===== src/hdl/gtp_pkg.sv =====
// Shared types, constants and codes for the greedy tier partition planner.
package gtp_pkg;

  localparam int SW = 48;
  localparam int AW = 24;
  localparam int UW = 52;
  localparam int MAX_DISKS_DEF = 10;
  localparam int MAX_PARTS_DEF = 64;
  localparam int MAX_RESULTS = 53;

  localparam logic [AW-1:0] DEFAULT_ALIGN = AW'(2048);
  localparam logic [SW-1:0] DEFAULT_MINPART = SW'(2097152);

  localparam logic [1:0] REG_PARITY = 2'd0;
  localparam logic [1:0] REG_ALIGN = 2'd1;
  localparam logic [1:0] REG_MINPART = 2'd2;

  localparam logic [1:0] PARITY_DUAL = 2'd2;

  localparam logic KIND_PART = 1'b0;
  localparam logic KIND_SUMMARY = 1'b1;

  typedef enum logic [2:0] {
    ST_OK = 3'd0,
    ST_TOO_FEW = 3'd1,
    ST_TOO_MANY = 3'd2,
    ST_TOO_SMALL = 3'd3,
    ST_PART_LIMIT = 3'd4
  } status_t;

  typedef enum logic [2:0] {
    S_LOAD,
    S_INIT,
    S_TIER,
    S_DIV,
    S_MUL,
    S_EMIT,
    S_UPD,
    S_SUM
  } state_t;

  typedef struct packed {
    logic          clear;
    logic          load;
    logic          init;
    logic          sub;
    logic [SW-1:0] value;
    logic [AW-1:0] align;
    logic [SW-1:0] minp;
    logic [SW-1:0] part;
  } cell_cmd_t;

endpackage


===== src/hdl/gtp_rem.sv =====
// Bit-serial remainder unit: size modulo alignment, one bit per cycle.
module gtp_rem (
  input  logic                   clk,
  input  logic                   rst_n,
  input  logic                   start,
  input  logic [gtp_pkg::SW-1:0] dividend,
  input  logic [gtp_pkg::AW-1:0] divisor,
  output logic                   done,
  output logic [gtp_pkg::AW-1:0] rem
);
  import gtp_pkg::*;

  localparam int CW = $clog2(SW);

  logic          busy_r, done_r;
  logic [CW-1:0] cnt_r;
  logic [SW-1:0] dvd_r;
  logic [AW-1:0] rem_r;
  logic [AW:0]   trial;
  logic [AW:0]   rem_nxt;
  logic [AW-1:0] dsr_r;

  assign trial   = {rem_r, dvd_r[SW-1]};
  assign rem_nxt = (trial >= {1'b0, dsr_r}) ? trial - {1'b0, dsr_r} : trial;
  assign done    = done_r;
  assign rem     = rem_r;

  always_ff @(posedge clk) begin
    if (!rst_n) begin
      busy_r <= 1'b0;
      done_r <= 1'b0;
      cnt_r  <= '0;
    end else if (start) begin
      busy_r <= 1'b1;
      done_r <= 1'b0;
      cnt_r  <= '0;
    end else if (busy_r) begin
      if (cnt_r == CW'(SW-1)) begin
        busy_r <= 1'b0;
        done_r <= 1'b1;
      end else begin
        cnt_r <= cnt_r + 1'b1;
      end
    end
  end

  always_ff @(posedge clk) begin
    if (start) begin
      dvd_r <= dividend;
      dsr_r <= divisor;
      rem_r <= '0;
    end else if (busy_r) begin
      dvd_r <= {dvd_r[SW-2:0], 1'b0};
      rem_r <= rem_nxt[AW-1:0];
    end
  end

endmodule


===== config.mk =====
export PLATFORM = sky130hd
export DESIGN_NAME = gtp_rem
export DESIGN_NICKNAME = d
export VERILOG_FILES = /design/src/hdl/gtp_pkg.sv /design/src/hdl/gtp_rem.sv
export SDC_FILE = /design/constraint.sdc
export NUM_CORES = 1
export LEC_CHECK = 0
export BUFFER_PORTS_ARGS = -buffer_cell sky130_fd_sc_hd__buf_2
export CAP_MARGIN = 10
export CORE_MARGIN = 8
export CORE_UTILIZATION = 24
export DETAILED_ROUTE_END_ITERATION = 12
export GPL_ROUTABILITY_DRIVEN = 0
export HOLD_SLACK_MARGIN = 0.08
export PLACE_DENSITY_LB_ADDON = 0.25
export SYNTH_ARGS = -nofsm -noshare
export SYNTH_HDL_FRONTEND = slang
export SYNTH_SLANG_ARGS = --single-unit
export TNS_END_PERCENT = 1

===== constraint.sdc =====
create_clock -name clk -period 7.5 [get_ports clk]
set_clock_uncertainty 0.1 [all_clocks]
set_input_delay 1.5 -clock clk [delete_from_list [all_inputs] [get_ports clk]]
set_output_delay 1.5 -clock clk [all_outputs]
set_load 0.01 [all_outputs]

==> impl_metrics.tcl <==
set metrics [dict create \
    status "completed" \
    finalCritPeriodShare 0.4482 \
    worstMarginPinSlew_ps 1150 \
    ys_async_sr_fraction 0 \
    firstDrtPassIters 4 \
    crit_start "dsr_r[14]" \
    ant_nets 0 \
    powerDensity_mw_per_mm2 222.3 \
    synth_seq_cells 104 \
    antenna_found_initial 6 \
    grt_overflow_total 0 \
    cts_root_buffer "clkbuf_16" \
    fin_ws_ps 4138 \
    required_ps 7670 \
    yosys_warnings 0 \
    cts.repair.resized 0 \
    grt_pass1_wl_um 22520 \
    io_pins 100 \
    synth_area_mm2 0.005655 \
    crit_path_max_incr_delay_ps 880 \
    post_cts_buffers 0 \
    syn_nets 591 \
    holdBufCountCts 0 \
    synth-edff-count 72 \
    grt_pass1_vias 4250 \
    slew_violations 0 \
    remaining_drc_errors 0 \
    routedWlPerCell_um 15.22 \
    ys.flop_type "edfxtp_1" \
    hold_viol 0 \
    cts.clk_slew.worst_paths_ps 70 \
    fin_crit_ps 3362 \
    r2r_end "rem[15]" \
    hold_class "flip-flop to flip-flop" \
    grt_max_degree 65 \
    area_growth_pct 18.74 \
    total_power_mw 1.493 \
    die_area_mm2 0.02873 \
    portBuffers 99 \
    crit_path_end "rem[15]" \
    avgSynthCellArea_um2 11.54 \
    leakagePower_nw 2.822 \
    hpwl_um 10200 \
    grt_setup_unrepaired "no" \
    cts_buffers 9 \
    cts_sinks 104 \
    crit_type "flip-flop to flip-flop" \
    via_per_inst 4.412 \
    htreeDepth 3 \
    core_region_area_mm2 0.02333 \
    initial_utilization 0.2424 \
    pre_cts_ws_ps 3935 \
    cp-end-kind "flip-flop" \
    fmaxAchievable_mhz 297.5 \
    antennaDiodeCount 0 \
    drt_iter0_drc 162 \
    critPathLaunchType "flip-flop" \
    crit_buf_inv 1 \
    num_vias 4002 \
    crit_family "compound AO/OA/AOI/OAI gates" \
    critPathMaxFanout 31 \
    slew_headroom 0.2314 \
    fp-row-count 56 \
    fill_cells 2444 \
    setup_viol 0 \
    clk_latency_ps 360 \
    arrival_ps 3530 \
    ff2ff_path_depth 10 \
    peakVddDrop_mv 0.1014 \
    cts_max_path_buffers 2 \
    cts_tree "yes" \
    r2r_slack_ps 4140 \
    netlist-cell-type-count 66 \
    path_cells "inv_1 -> ha_1 -> a21oi_1 -> nor2_1 -> o41ai_4 -> o22ai_1 -> or3_4 -> a21boi_4 -> mux2i_1 -> a211oi_1" \
    track_usage 0.09913 \
    fp.dieW_um 169.5 \
    synth_seq_area_share 0.4956 \
    wl_um 13810 \
    drive_gt1_frac 0.3146 \
    worst-path-stages 10 \
    tns_ps 0 \
    cpMaxStageDelayCell "a21boi_4" \
    maxCapViolCount 0 \
    synth_cells 490 \
    nets 684 \
    r2r_start "dsr_r[14]" \
    die_y_um 169.5 \
]
[how the worst min path moves through the flow]
stage / start / end / depth (start not counted)
floorplan: cnt_r[4] / cnt_r[4] / 2
global placement: done / done / 2
detailed placement: done / done / 2
CTS: done / done / 2
global route: done / done / 2
finish: done / done / 2
[power by group]
| part | total, mW | internal (mW) | leakage [nW] | switching (mW) |
|---|---|---|---|---|
| Sequential | 0.696 | 0.672 | 0.981 | 0.0240 |
| Clock | 0.473 | 0.235 | 0.142 | 0.238 |
| Combinational | 0.324 | 0.146 | 1.70 | 0.178 |
| Total | 1.49 | 1.05 | 2.82 | 0.440 |
[layer usage]
metal / track usage / vias up / routed length [µm]
met5: 0 / - / 80
met4: 0.02655 / 12 / 167
met3: 0.04420 / 22 / 995
met2: 0.1553 / 93 / 6175
met1: 0.1220 / 1880 / 6387
li1: - / 1995 / -
[area by class of cell]
class / count / area [µm²] / area share
Multi-Input combinational cell: 334 / 2590 / 0.3857
Inverter: 33 / 123.9 / 0.01845
Sequential cell: 104 / 2803 / 0.4174
Clock buffer: 10 / 229.0 / 0.03410
Clock inverter: 6 / 57.56 / 0.008571
Tap cell: 319 / 399.1 / 0.05944
Timing Repair Buffer: 101 / 513.0 / 0.07639
[logic make-up (layout without fill, tap and decap cells)]
kind of cell / Yosys count / in the layout / share of synthesized area
buffers and inverters: 52 / 150 / 0.04646
xor gates and xnor gates: 20 / 20 / 0.03097
adders and majority gates: 26 / 26 / 0.05885
and+or+nand+nor: 121 / 121 / 0.1051
muxes: 66 / 66 / 0.1272
DFF: 104 / 104 / 0.4956
AOI/OAI and AO/OA: 101 / 101 / 0.1358
[metrics by stage]
| step | instance area [µm²] | hold slack, ps | utilization | instances |
|---|---|---|---|---|
| after floorplan | 5655 | 358.4 | - | 490 |
| after global placement | 6429 | 362.5 | 0.2755 | 891 |
| after detailed placement | 6429 | 360.7 | 0.2755 | 891 |
| after CTS | 6715 | 379.2 | 0.2878 | 907 |
| after global routing | 6715 | 397.0 | 0.2878 | 907 |
| final | 6715 | 377.9 | 0.2878 | 907 |
[layout by cell type (no fill, tap or decap), types with 3 or more instances in the layout]
cell / instances
xor2_1: 10
clkbuf_16: 9
nand2b_1: 3
nor3b_1: 4
inv_1: 32
and3_1: 4
nor2_1: 47
xnor2_1: 10
mux2i_1: 19
nand4_1: 5
buf_4: 3
o21ai_0: 7
nand3_1: 6
buf_2: 98
a31oi_1: 4
a21o_1: 10
inv_6: 3
ha_1: 25
o21a_1: 6
nand2_1: 23
o21ai_1: 4
or3_1: 5
a211oi_1: 19
nor2b_1: 4
nor3_1: 4
dfxtp_1: 32
a21oi_1: 20
edfxtp_1: 72
mux2_2: 47
[cell usage after synthesis, drive strengths merged, types with 5 or more instances]
| cell type | count | area share |
|---|---|---|
| o21ai | 11 | 0.0097 |
| clkbuf | 8 | 0.0053 |
| ha | 25 | 0.055 |
| edfxtp | 72 | 0.38 |
| xor2 | 10 | 0.015 |
| or3 | 6 | 0.0075 |
| dfxtp | 32 | 0.11 |
| nand4 | 5 | 0.0055 |
| a21o | 12 | 0.016 |
| inv | 33 | 0.022 |
| nand2 | 24 | 0.016 |
| a21oi | 21 | 0.019 |
| nand3 | 6 | 0.0053 |
| xnor2 | 10 | 0.015 |
| a211oi | 21 | 0.030 |
| buf | 11 | 0.019 |
| o21a | 6 | 0.0080 |
| mux2i | 19 | 0.034 |
| mux2 | 47 | 0.094 |
| nor2 | 49 | 0.033 |
[worst reg2reg max path, stage by stage (launching register included)]
cell and delay [ps]:
edfxtp_1 380, inv_1 70, ha_1 280, a21oi_1 160, nor2_1 90, o41ai_4 340, o22ai_1 120, or3_4 370
a21boi_4 880, mux2i_1 240, a211oi_1 270
[state kept, by name, summed over array words and instances, names as in the netlist]
register,flops
done,1
dsr_r,24
dvd_r,48
cnt_r,6
rem,24
busy_r,1
(Power assumes the default switching activity.)
