<file path="config.mk">
export PLATFORM = sky130hd
export DESIGN_NAME = gtp_cell
export DESIGN_NICKNAME = d
export VERILOG_FILES = /design/src/hdl/gtp_pkg.sv /design/src/hdl/gtp_cell.sv
export SDC_FILE = /design/constraint.sdc
export NUM_CORES = 1
export LEC_CHECK = 0
export BUFFER_PORTS_ARGS = -buffer_cell sky130_fd_sc_hd__buf_2
export CORE_ASPECT_RATIO = 0.6
export CORE_MARGIN = 1.5
export CORE_UTILIZATION = 28
export CTS_BUF_LIST = sky130_fd_sc_hd__clkbuf_8 sky130_fd_sc_hd__clkbuf_16
export DETAILED_ROUTE_END_ITERATION = 16
export GPL_TIMING_DRIVEN = 0
export PLACE_DENSITY_LB_ADDON = 0.12
export REMOVE_ABC_BUFFERS = 1
export SLEW_MARGIN = 20
export SYNTH_ARGS = -nofsm -noshare
export SYNTH_HDL_FRONTEND = slang
export SYNTH_SLANG_ARGS = --single-unit
</file>
<file path="constraint.sdc">
create_clock -name clk -period 7.8 [get_ports clk]
set_clock_uncertainty 0.1 [all_clocks]
set_input_delay 1.17 -clock clk [delete_from_list [all_inputs] [get_ports clk]]
set_output_delay 1.17 -clock clk [all_outputs]
set_load 0.01 [all_outputs]
</file>
<file path="src/hdl/gtp_pkg.sv">
// Shared types, constants and codes for the greedy tier partition planner.
package gtp_pkg;

  localparam int SW = 48;
  localparam int AW = 24;
  localparam int UW = 52;
  localparam int MAX_DISKS_DEF = 10;
  localparam int MAX_PARTS_DEF = 64;
  localparam int MAX_RESULTS = 53;

  localparam logic [AW-1:0] DEFAULT_ALIGN = AW'(2048);
  localparam logic [SW-1:0] DEFAULT_MINPART = SW'(2097152);

  localparam logic [1:0] REG_PARITY = 2'd0;
  localparam logic [1:0] REG_ALIGN = 2'd1;
  localparam logic [1:0] REG_MINPART = 2'd2;

  localparam logic [1:0] PARITY_DUAL = 2'd2;

  localparam logic KIND_PART = 1'b0;
  localparam logic KIND_SUMMARY = 1'b1;

  typedef enum logic [2:0] {
    ST_OK = 3'd0,
    ST_TOO_FEW = 3'd1,
    ST_TOO_MANY = 3'd2,
    ST_TOO_SMALL = 3'd3,
    ST_PART_LIMIT = 3'd4
  } status_t;

  typedef enum logic [2:0] {
    S_LOAD,
    S_INIT,
    S_TIER,
    S_DIV,
    S_MUL,
    S_EMIT,
    S_UPD,
    S_SUM
  } state_t;

  typedef struct packed {
    logic          clear;
    logic          load;
    logic          init;
    logic          sub;
    logic [SW-1:0] value;
    logic [AW-1:0] align;
    logic [SW-1:0] minp;
    logic [SW-1:0] part;
  } cell_cmd_t;

endpackage

</file>
<file path="src/hdl/gtp_cell.sv">
// One disk cell: sorted insertion slot, remaining room and active flag.
module gtp_cell (
  input  logic                   clk,
  input  logic                   rst_n,
  input  gtp_pkg::cell_cmd_t     cmd,
  input  logic                   prev_valid,
  input  logic                   prev_gt,
  input  logic [gtp_pkg::SW-1:0] prev_size,
  output logic                   valid,
  output logic                   gt,
  output logic [gtp_pkg::SW-1:0] size,
  output logic [gtp_pkg::SW-1:0] avail,
  output logic                   active,
  output logic                   err
);
  import gtp_pkg::*;

  logic          valid_r, valid_nxt;
  logic          active_r, active_nxt;
  logic [SW-1:0] size_r;
  logic [SW-1:0] avail_r;
  logic          first_free;
  logic [SW-1:0] after_align;
  logic [SW-1:0] after_sub;

  assign gt          = valid_r && (size_r > cmd.value);
  assign first_free  = !valid_r && prev_valid;
  assign after_align = size_r - SW'(cmd.align);
  assign after_sub   = avail_r - cmd.part;
  assign err         = valid_r && ((size_r < SW'(cmd.align)) || (after_align < cmd.minp));

  assign valid  = valid_r;
  assign size   = size_r;
  assign avail  = avail_r;
  assign active = active_r;

  always_comb begin
    valid_nxt  = valid_r;
    active_nxt = active_r;
    if (cmd.clear) begin
      valid_nxt  = 1'b0;
      active_nxt = 1'b0;
    end else if (cmd.load) begin
      if (prev_gt || gt || first_free) valid_nxt = 1'b1;
    end else if (cmd.init) begin
      active_nxt = valid_r;
    end else if (cmd.sub && active_r) begin
      active_nxt = (after_sub >= cmd.minp);
    end
  end

  always_ff @(posedge clk) begin
    if (!rst_n) begin
      valid_r  <= 1'b0;
      active_r <= 1'b0;
    end else begin
      valid_r  <= valid_nxt;
      active_r <= active_nxt;
    end
  end

  always_ff @(posedge clk) begin
    if (cmd.load) begin
      if (prev_gt) size_r <= prev_size;
      else if (gt || first_free) size_r <= cmd.value;
    end
    if (cmd.init) avail_r <= after_align;
    else if (cmd.sub && active_r) avail_r <= after_sub;
  end

endmodule

</file>
==> results of run 1 <==
registers in the layout, indices dropped and copies added (netlist names):
| name | flops |
|---|---|
| valid | 1 |
| active | 1 |
| avail | 48 |
| size | 48 |
power breakdown:
| part | internal, mW | total (mW) | switching [mW] |
|---|---|---|---|
| Combinational | 0.774 | 1.87 | 1.10 |
| Clock | 0.256 | 0.502 | 0.246 |
| Sequential | 0.701 | 0.780 | 0.0790 |
| Total | 1.73 | 3.15 | 1.42 |
area by class of cell:
class	count	area, um^2
Fill cell	4454	27500
Multi-Input combinational cell	1101	8300
Sequential cell	98	2920
Timing Repair Buffer	326	1700
Tap cell	570	713
Inverter	186	701
Clock buffer	9	225
Clock inverter	7	83.8
Antenna cell	2	5.00
stage by stage:
stage / hold WS (ps) / cell area, um^2 / setup WS, ps / power [mW] / cells
3_3_place_gp: 564 / 14200 / 163 / 2.61 / 2278
2_1_floorplan: 455 / 11900 / 1460 / 2.00 / 1385
3_5_place_dp: 579 / 14300 / 153 / 2.63 / 2281
5_1_grt: 635 / 14600 / 27.4 / 3.40 / 2298
4_1_cts: 591 / 14600 / 140 / 3.16 / 2297
6_report: 599 / 14700 / 378 / 3.15 / 2299
worst max-delay path: cells and delay by family:
family / cells / cell delay [ps]
AO/OA/AOI/OAI: 12 / 2430
AND/OR/NAND/NOR: 6 / 1140
adder cells (fa/ha/maj): 3 / 830
buffers and inverters: 3 / 320
XOR/XNOR: 1 / 250
cells by family (layout without fill, tap and decap cells):
kind of cell,after synthesis,in the layout,synth area share [%]
and+or+nand+nor,352,352,14.3
xor gates and xnor gates,85,85,6.19
DFF,98,98,24.3
adders and majority gates,216,216,22.6
other,0,2,0
AOI/OAI and AO/OA,404,404,21.6
buffers and inverters,222,528,6.93
muxes,44,44,4.11
worst paths after layout:
kind,to,slack (ps)
worst max-delay path,err,380
worst min-delay path,valid,600
worst max register to register,active,2550
worst min register to register,valid,600
what timing repair did:
item	CTS	global route
hold endpoints to repair	0	0
setup buffers	0	0
gates resized for setup	0	4
endpoints found under the setup margin	0	1
placed cells by master, fill, tap and decap left out, types with 4 or more instances in the layout:
master,synthesis,final
a211o_1,7,7
a211oi_1,11,11
a21o_1,81,81
a21oi_1,100,99
a221o_1,4,4
a31oi_1,12,12
and2_1,8,8
and3_1,7,7
and4_1,4,4
buf_2,1,321
clkbuf_16,0,9
edfxtp_1,96,96
ha_1,214,214
inv_1,186,185
mux2_2,43,43
nand2_1,115,115
nand2b_1,12,12
nand3_1,24,24
nand3b_1,5,5
nand4_1,38,38
nor2_1,65,65
nor2b_1,21,21
nor3_1,23,23
nor4_1,9,8
o211ai_1,8,8
o21a_1,9,8
o21ai_0,113,111
o21ai_1,6,8
o21bai_1,7,7
o31a_1,4,4
or2_2,5,5
or3_1,9,9
xnor2_1,52,52
xor2_1,33,33
per-layer routing:
layer	vias to the layer above	global-route usage, %	part of all wire [%]	wire [um]
met4	4	2.95	0.66	291
met5	-	0	0.052	23
li1	5752	-	-	-
met1	5229	31.1	54	23900
met3	19	2.73	4.5	1970
met2	281	27.2	40	17700
==> run_results.csv, run 1 <==
group,metric,value,unit
run_status,outcome,"complete, no violations",
cts,clock-sinks,98,
pwr,irDropWorstVdd,108,uV
synthesis,synth_ff_type,"edfxtp_1",
synthesis,synth_most_common_cell,"ha_1",
sta,setup-violations-final,0,
critical_path,rr_worst_depth,22,
detailed_routing,drt_iter0_markers,731,
global_route,grt_pass1_wl,64700,um
detailed_routing,ant_nets,0,
cts,clock_path_buffers,2,
floorplan,row_count,58,
synthesis,synth_top_area_share,24.0,%
sta,max_slew.worst_pin.slew,716,ps
synthesis,syn_avg_cell_area,8.47,um^2
global_route,grt_overflow,0,
sta,period_share,95.2,%
critical_path,startpoint_type,"input port",
sta,setup_tns,0,ps
critical_path,slowest_delay,430,ps
placed_design,numPortBuffers,323,
layout,final_core_util,34.7,%
sta,rsz0062_at_grt,"false",
detailed_routing,dr.pass1.iters,5,
synthesis,synthArstFlopShare,0,%
global_route,grt_max_degree,72,
synthesis,synth_warnings,0,
layout,nets,2162,
synthesis,yosys.area.top_type,"edfxtp_1",
worst_hold_path,hold_path_depth,2,
floorplan,initial_core_util,28.5,%
synthesis,yosys-top-cells-area,"edfxtp_1 (24%), ha_1 (22%), inv_1 (5.8%)",
floorplan,die_h,164,um
synthesis,yosys-top-cells-count,"ha_1 (214), inv_1 (186), nand2_1 (115)",
critical_path,worst_ep_required_time,6530,ps
layout,syn_to_final_growth,21.7,%
cts,path_clk_slew,80,ps
floorplan,coreArea,0.0422,mm^2
synthesis,ys_types,70,
cts,cts_hold_buffers,0,
critical_path,r2r-start,"avail[0]",
critical_path,cp-end-kind,"primary output",
cts,htree_levels,3,
layout,drive_gt1_share,23.6,%
placed_design,gp_congestion,0.893,
worst_hold_path,hp-class,"reg2reg",
synthesis,syn_area,0.0120,mm^2
floorplan,fp.dieArea,0.0443,mm^2
synthesis,synth_edf_count,96,
critical_path,worstSetupStartpoint,"cmd[96]",
cts,numCtsBuffers,9,
global_route,antenna_found_initial,5,
sta,finalHoldViolCount,0,
detailed_routing,drt-total-wl,43900,um
synthesis,synthCells,1421,
detailed_routing,drc_errors,0,
synthesis,yosys_register_bits,98,
sta,fmax,135,MHz
global_route,grt_pass1_vias,10700,
floorplan,pin_count,324,
cts,root_buffer,"clkbuf_16",
sta,fin_crit,7420,ps
cts,worstSkewPairLatency,380,ps
flow_run,cap_violations,0,
detailed_routing,via_per_inst,4.91,
sta,drv_slew,0,
pwr,p_leak,7.32,nW
critical_path,crit_type,"in2out",
cts,cts_tree,"yes",
global_route,grt_use_total,19.4,%
worst_hold_path,worstHoldStart,"valid",
critical_path,crit_path_max_fanout,8,
detailed_routing,vias,11300,
sta,worst_slew_margin_rel,52.2,%
floorplan,die_w,271,um
placed_design,post-dp-hpwl,37500,um
pwr,p_per_area,215,mW/mm^2
detailed_routing,drt-wirelength-per-cell,19.1,um
critical_path,arrival,6150,ps
critical_path,crit_path_top_delay_cell,"fa_1",
synthesis,yosysSeqAreaShare,24.3,%
Note: power is estimated with default switching activity, not from simulation.
==> inputs of run 2 (changes only) <==
--- a/config.mk
+++ b/config.mk
@@ -9,7 +9,7 @@
 export CORE_ASPECT_RATIO = 0.6
 export CORE_MARGIN = 1.5
 export CORE_UTILIZATION = 28
-export CTS_BUF_LIST = sky130_fd_sc_hd__clkbuf_8 sky130_fd_sc_hd__clkbuf_16
+export CTS_BUF_LIST = sky130_fd_sc_hd__clkbuf_16
 export DETAILED_ROUTE_END_ITERATION = 16
 export GPL_TIMING_DRIVEN = 0
 export PLACE_DENSITY_LB_ADDON = 0.12
==> constraint.sdc (replaced) <==
create_clock -name clk -period 6.4 [get_ports clk]
set_clock_uncertainty 0.1 [all_clocks]
set_input_delay 0.96 -clock clk [delete_from_list [all_inputs] [get_ports clk]]
set_output_delay 0.96 -clock clk [all_outputs]
set_load 0.01 [all_outputs]
==> run 2 against run 1 <==
Net effect:
- register-to-register slack got worse by 1400 ps
- clock-buffer cell count is the same
- die area unchanged
- combinational power increased by 24%
- critical path depth fell by 1
- first-iteration DRC count decreased by 0.68%
- utilization increased by 0.80 points
- via count grew 1.2%
- total power rose by 23%
- sequential share of layout area decreased by 0.45 points
==> run_results.csv, run 2 (synthesized netlist as in run 1, its figures left out) <==
group,metric,value,unit
detailed_routing,drt-wirelength-per-cell,19.1,um
placed_design,numPortBuffers,323,
layout,fillers,4431,
sta,finalHoldViolCount,0,
floorplan,pin_count,324,
detailed_routing,drc_errors,0,
layout,syn_to_final_growth,24.5,%
pwr,irDropWorstVdd,131,uV
sta,setup-violations-final,0,
cts,cts_hold_buffers,0,
critical_path,rr_worst_depth,23,
detailed_routing,vias,11400,
sta,setup_tns,0,ps
pwr,p_per_area,259,mW/mm^2
layout,drive_gt1_share,25.9,%
floorplan,die_w,271,um
global_route,grt_pass1_wl,65200,um
critical_path,crit_path_max_fanout,4,
global_route,grt_pass1_vias,10900,
layout,final_cell_mix,"buf_2 (320), ha_1 (212), inv_1 (184)",
floorplan,row_count,58,
cts,root_buffer,"clkbuf_16",
placed_design,place_ws,-827,ps
pwr,p_leak,7.47,nW
global_route,antenna_found_initial,7,
flow_run,cap_violations,0,
detailed_routing,via_per_inst,4.93,
placed_design,gp_congestion,0.893,
global_route,met2_usage,27.5,%
detailed_routing,dr.pass1.iters,7,
cts,worstSkewPairLatency,380,ps
sta,period_share,97.8,%
critical_path,worst_ep_required_time,5340,ps
worst_hold_path,hp-class,"reg2reg",
cts,numCtsBuffers,9,
sta,drv_slew,0,
placed_design,dp.cells,2281,
global_route,grt-busiest-layer,"met1",
floorplan,initial_core_util,28.5,%
layout,layout.cells.non_filler,2318,
sta,fmax,160,MHz
placed_design,post-dp-hpwl,37500,um
global_route,grt_use_total,19.6,%
layout,nets,2179,
floorplan,die_h,164,um
sta,whs,601,ps
cts,clock-sinks,98,
run_status,outcome,"complete, no violations",
worst_hold_path,hold_path_depth,2,
cts,cts_tree,"yes",
sta,fin_crit,6260,ps
detailed_routing,drt_iter0_markers,726,
global_route,grt_max_degree,72,
critical_path,startpoint_type,"input port",
global_route,grtUsageMet1,31.2,%
cts,clock_path_buffers,2,
cts,htree_levels,3,
detailed_routing,drt-total-wl,44300,um
sta,fin_ws,138,ps
critical_path,arrival,5200,ps
layout,layout_commonest_cell,"buf_2",
layout,final_core_util,35.5,%
floorplan,fp.dieArea,0.0443,mm^2
floorplan,coreArea,0.0422,mm^2
cts,path_clk_slew,80,ps
critical_path,cp-end-kind,"primary output",
sta,worst_slew_margin_rel,51.4,%
critical_path,crit_type,"in2out",
detailed_routing,ant_nets,0,
global_route,grt_overflow,0,
sta,rsz0062_at_grt,"true",
global_route,use_met3,2.57,%
sta,max_slew.worst_pin.slew,730,ps
[run 2: changes by cell type in the layout (fill, tap and decap cells not counted), sizes merged]
cell	change
buf	+17
diode	+2
[run 2: worst paths after layout]
| kind | slack (ps) | end | startpoint |
|---|---|---|---|
| worst max register to register | 1160 | active | avail[0] |
| worst min-delay path | 600 | valid | valid |
| worst max-delay path | 140 | err | cmd[99] |
| worst min register to register | 600 | valid | valid |
[run 2: timing repair]
action,CTS,global route
endpoints found under the setup margin,1,1
endpoints found under the hold margin,0,0
buffers inserted,14,3
pin swaps,21,19
resized for setup,35,8
[run 2: final cells by class]
cell class                      count  area, um^2  share of cell area, %
Inverter                          186         701                   4.68
Multi-Input combinational cell   1101        8490                   56.7
Sequential cell                    98        2920                   19.5
Tap cell                          570         713                   4.76
Clock inverter                      7        83.8                  0.559
Clock buffer                        9         225                   1.50
Timing Repair Buffer              343        1840                   12.3
Antenna cell                        4        10.0                 0.0668
[run 2: routing by layer]
layer / wire [um] / part of all wire [%]
met1: 24000 / 54
met5: 23 / 0.052
met2: 18000 / 41
met4: 294 / 0.66
met3: 1970 / 4.5
[run 2: where the power goes]
group / leakage [nW] / switching (mW) / internal (mW) / total, mW
sequential: 0.951 / 0.0983 / 0.854 / 0.952
combinational: 6.37 / 1.35 / 0.964 / 2.32
clock: 0.149 / 0.300 / 0.312 / 0.612
[run 2: through the flow]
| stage | total power, mW | area [um^2] |
|---|---|---|
| floorplan | 2.44 | 11900 |
| global placement | 3.18 | 14200 |
| detailed placement | 3.20 | 14300 |
| CTS | 3.88 | 14900 |
| global route | 4.18 | 15000 |
| finish | 3.88 | 15000 |
[run 2: critical path: stages]
cell,delay [ps]
buf_2,80
inv_1,30
ha_1,360
o21a_1,160
o31a_1,170
nor3_1,60
o21ai_1,240
a31oi_2,180
o21ai_2,320
o21ai_2,120
o211ai_1,310
xnor2_2,210
ha_1,310
a21o_1,180
a21o_1,170
a21o_1,180
a21oi_2,120
nor2b_1,50
o211ai_1,160
nand4b_1,160
nor4_2,290
nor2_1,110
o31ai_2,90
buf_2,180
==> inputs of run 3 (changes only) <==
--- a/config.mk
+++ b/config.mk
@@ -6,7 +6,7 @@
 export NUM_CORES = 1
 export LEC_CHECK = 0
 export BUFFER_PORTS_ARGS = -buffer_cell sky130_fd_sc_hd__buf_2
-export CORE_ASPECT_RATIO = 0.6
+export CORE_ASPECT_RATIO = 0.5
 export CORE_MARGIN = 1.5
 export CORE_UTILIZATION = 28
 export CTS_BUF_LIST = sky130_fd_sc_hd__clkbuf_16
==> run 3 against run 2 <==
Net effect:
- the flow now finishes with violations (setup timing)
- worst setup slack lost 310 ps
- fmax shrank 4.8%
- total power shrank 1.2%
- combinational power shrank 4%
- sequential power shrank 0.8%
- register-to-register slack lost 120 ps
- hold slack lost 35 ps
- utilization shrank 0.17 points
- critical endpoint unchanged
- largest cell class unchanged
- largest power group unchanged
- highest routed layer unchanged
==> run_results.csv, run 3 (synthesized netlist as in run 1, its figures left out) <==
group,metric,value,unit
global_route,grt_pass1_vias,10900,
global_route,antenna_found_initial,2,
critical_path,worst_ep_required_time,5340,ps
sta,whs,566,ps
run_status,violations,"setup timing",
critical_path,r2r-start,"avail[0]",
worst_hold_path,min_to,"valid",
detailed_routing,via_per_inst,4.89,
sta,drv_slew,0,
global_route,grt_use_total,19.4,%
sta,setup-violations-final,1,
critical_path,startpoint_type,"input port",
global_route,grt_pass1_wl,64200,um
floorplan,pin_count,324,
detailed_routing,ant_nets,0,
detailed_routing,drt_iter0_markers,726,
cts,root_buffer,"clkbuf_16",
pwr,p_leak,7.43,nW
layout,layout_commonest_cell,"buf_2",
critical_path,path_delay_family,"compound AO/OA/AOI/OAI gates",
sta,setup_tns,-175,ps
floorplan,coreArea,0.0422,mm^2
layout,syn_to_final_growth,23.9,%
critical_path,slowest_delay,360,ps
pwr,irDropWorstVdd,134,uV
placed_design,post-dp-hpwl,36700,um
critical_path,crit_type,"in2out",
pwr,p_per_area,257,mW/mm^2
floorplan,die_h,150,um
global_route,grt_overflow,0,
critical_path,ff2ff_setup_slack,1040,ps
sta,period_share,103,%
run_status,outcome,"finished with violations",
cts,cts_tree,"yes",
layout,final_cell_mix,"buf_2 (320), ha_1 (212), inv_1 (184)",
sta,worst_slew_margin_rel,45.2,%
sta,fin_ws,-175,ps
critical_path,crit_path_top_delay_cell,"or3_4",
cts,htree_levels,3,
worst_hold_path,hold_path_depth,2,
detailed_routing,dr.pass1.iters,5,
flow_run,cap_violations,0,
sta,fin_crit,6580,ps
critical_path,crit_path_max_fanout,4,
critical_path,worst-path-buf-inv,3,
cts,cts_hold_buffers,0,
critical_path,arrival,5520,ps
floorplan,die_w,296,um
sta,rsz0062_at_grt,"true",
layout,nets,2175,
placed_design,gp_congestion,0.883,
placed_design,place_ws,-855,ps
sta,finalHoldViolCount,0,
detailed_routing,drt-total-wl,43300,um
sta,fmax,152,MHz
worst_hold_path,hp-class,"reg2reg",
detailed_routing,drc_errors,0,
global_route,grt_max_degree,82,
critical_path,cp-end-kind,"primary output",
cts,clock-sinks,98,
detailed_routing,vias,11300,
placed_design,numPortBuffers,323,
critical_path,rr_worst_depth,23,
cts,clock_path_buffers,2,
cts,path_clk_slew,80,ps
cts,numCtsBuffers,9,
cts,worstSkewPairLatency,390,ps
sta,max_slew.worst_pin.slew,811,ps
worst_hold_path,worstHoldStart,"valid",
floorplan,fp.dieArea,0.0443,mm^2
layout,drive_gt1_share,25.3,%
layout,final_core_util,35.4,%
floorplan,initial_core_util,28.5,%
detailed_routing,drt-wirelength-per-cell,18.7,um
critical_path,regToRegEndpoint,"active",
floorplan,row_count,53,
run 3: cell types whose count changed in the layout (fill, tap and decap cells not counted), sizes merged:
cell	before	now
bufinv	1	2
clkinvlp	1	0
buf	343	339
inv	190	189
clkinv	1	2
diode	4	1
run 3: area by class of cell:
type,instances,area [um^2]
clock buffers,9,225
flip-flops and latches,98,2920
fillers,4622,27300
well taps,577,722
diodes,1,2.50
clock inverters,7,96.3
repair buffers,339,1800
inverters,186,701
multi-input cells,1101,8450
run 3: routing by layer:
layer  global-route usage (%)  wire length [um]  vias up  share of wire [%]
met5                        0                 8        -              0.018
met4                     4.80               733        2                1.7
met3                     2.82              1920       32                4.4
met2                     32.1             20100      224                 46
met1                     26.5             20600     5314                 47
li1                         -                 -     5764                  -
run 3: worst max path at each step:
stage            start  end  cells past startpoint
4_1_cts        cmd[96]  err                     25
2_1_floorplan  cmd[96]  err                     23
3_3_place_gp   cmd[97]  err                     21
6_report       cmd[96]  err                     25
3_5_place_dp   cmd[97]  err                     21
5_1_grt        cmd[96]  err                     25
run 3: worst reg2reg max path, delay by kind of cell, from the launching register on:
family | cells | cell delay, ps
adder cells (fa/ha/maj) | 3 | 770
AND/OR/NAND/NOR | 6 | 940
AO/OA/AOI/OAI | 11 | 2790
flip-flops | 1 | 390
XOR/XNOR | 1 | 160
buffers and inverters | 2 | 130
run 3: through the flow:
| step | total power, mW | cell area [um^2] | cells |
|---|---|---|---|
| floorplan | 2.44 | 11900 | 1385 |
| global placement | 3.15 | 14200 | 2285 |
| detailed placement | 3.14 | 14300 | 2288 |
| CTS | 3.84 | 14800 | 2312 |
| global route | 4.15 | 14900 | 2318 |
| finish | 3.83 | 14900 | 2318 |
run 3: timing repair:
action,in CTS,in global routing
pin swaps,19,18
resized for setup,24,11
gates cloned,0,0
setup buffers,8,5
setup endpoints to repair,1,1
hold endpoints to repair,0,0
run 3: where the power goes:
| group | switching [mW] | total, mW | internal (mW) |
|---|---|---|---|
| clock | 0.310 | 0.657 | 0.347 |
| sequential | 0.0912 | 0.944 | 0.853 |
| combinational | 1.27 | 2.23 | 0.959 |
| total | 1.67 | 3.83 | 2.16 |
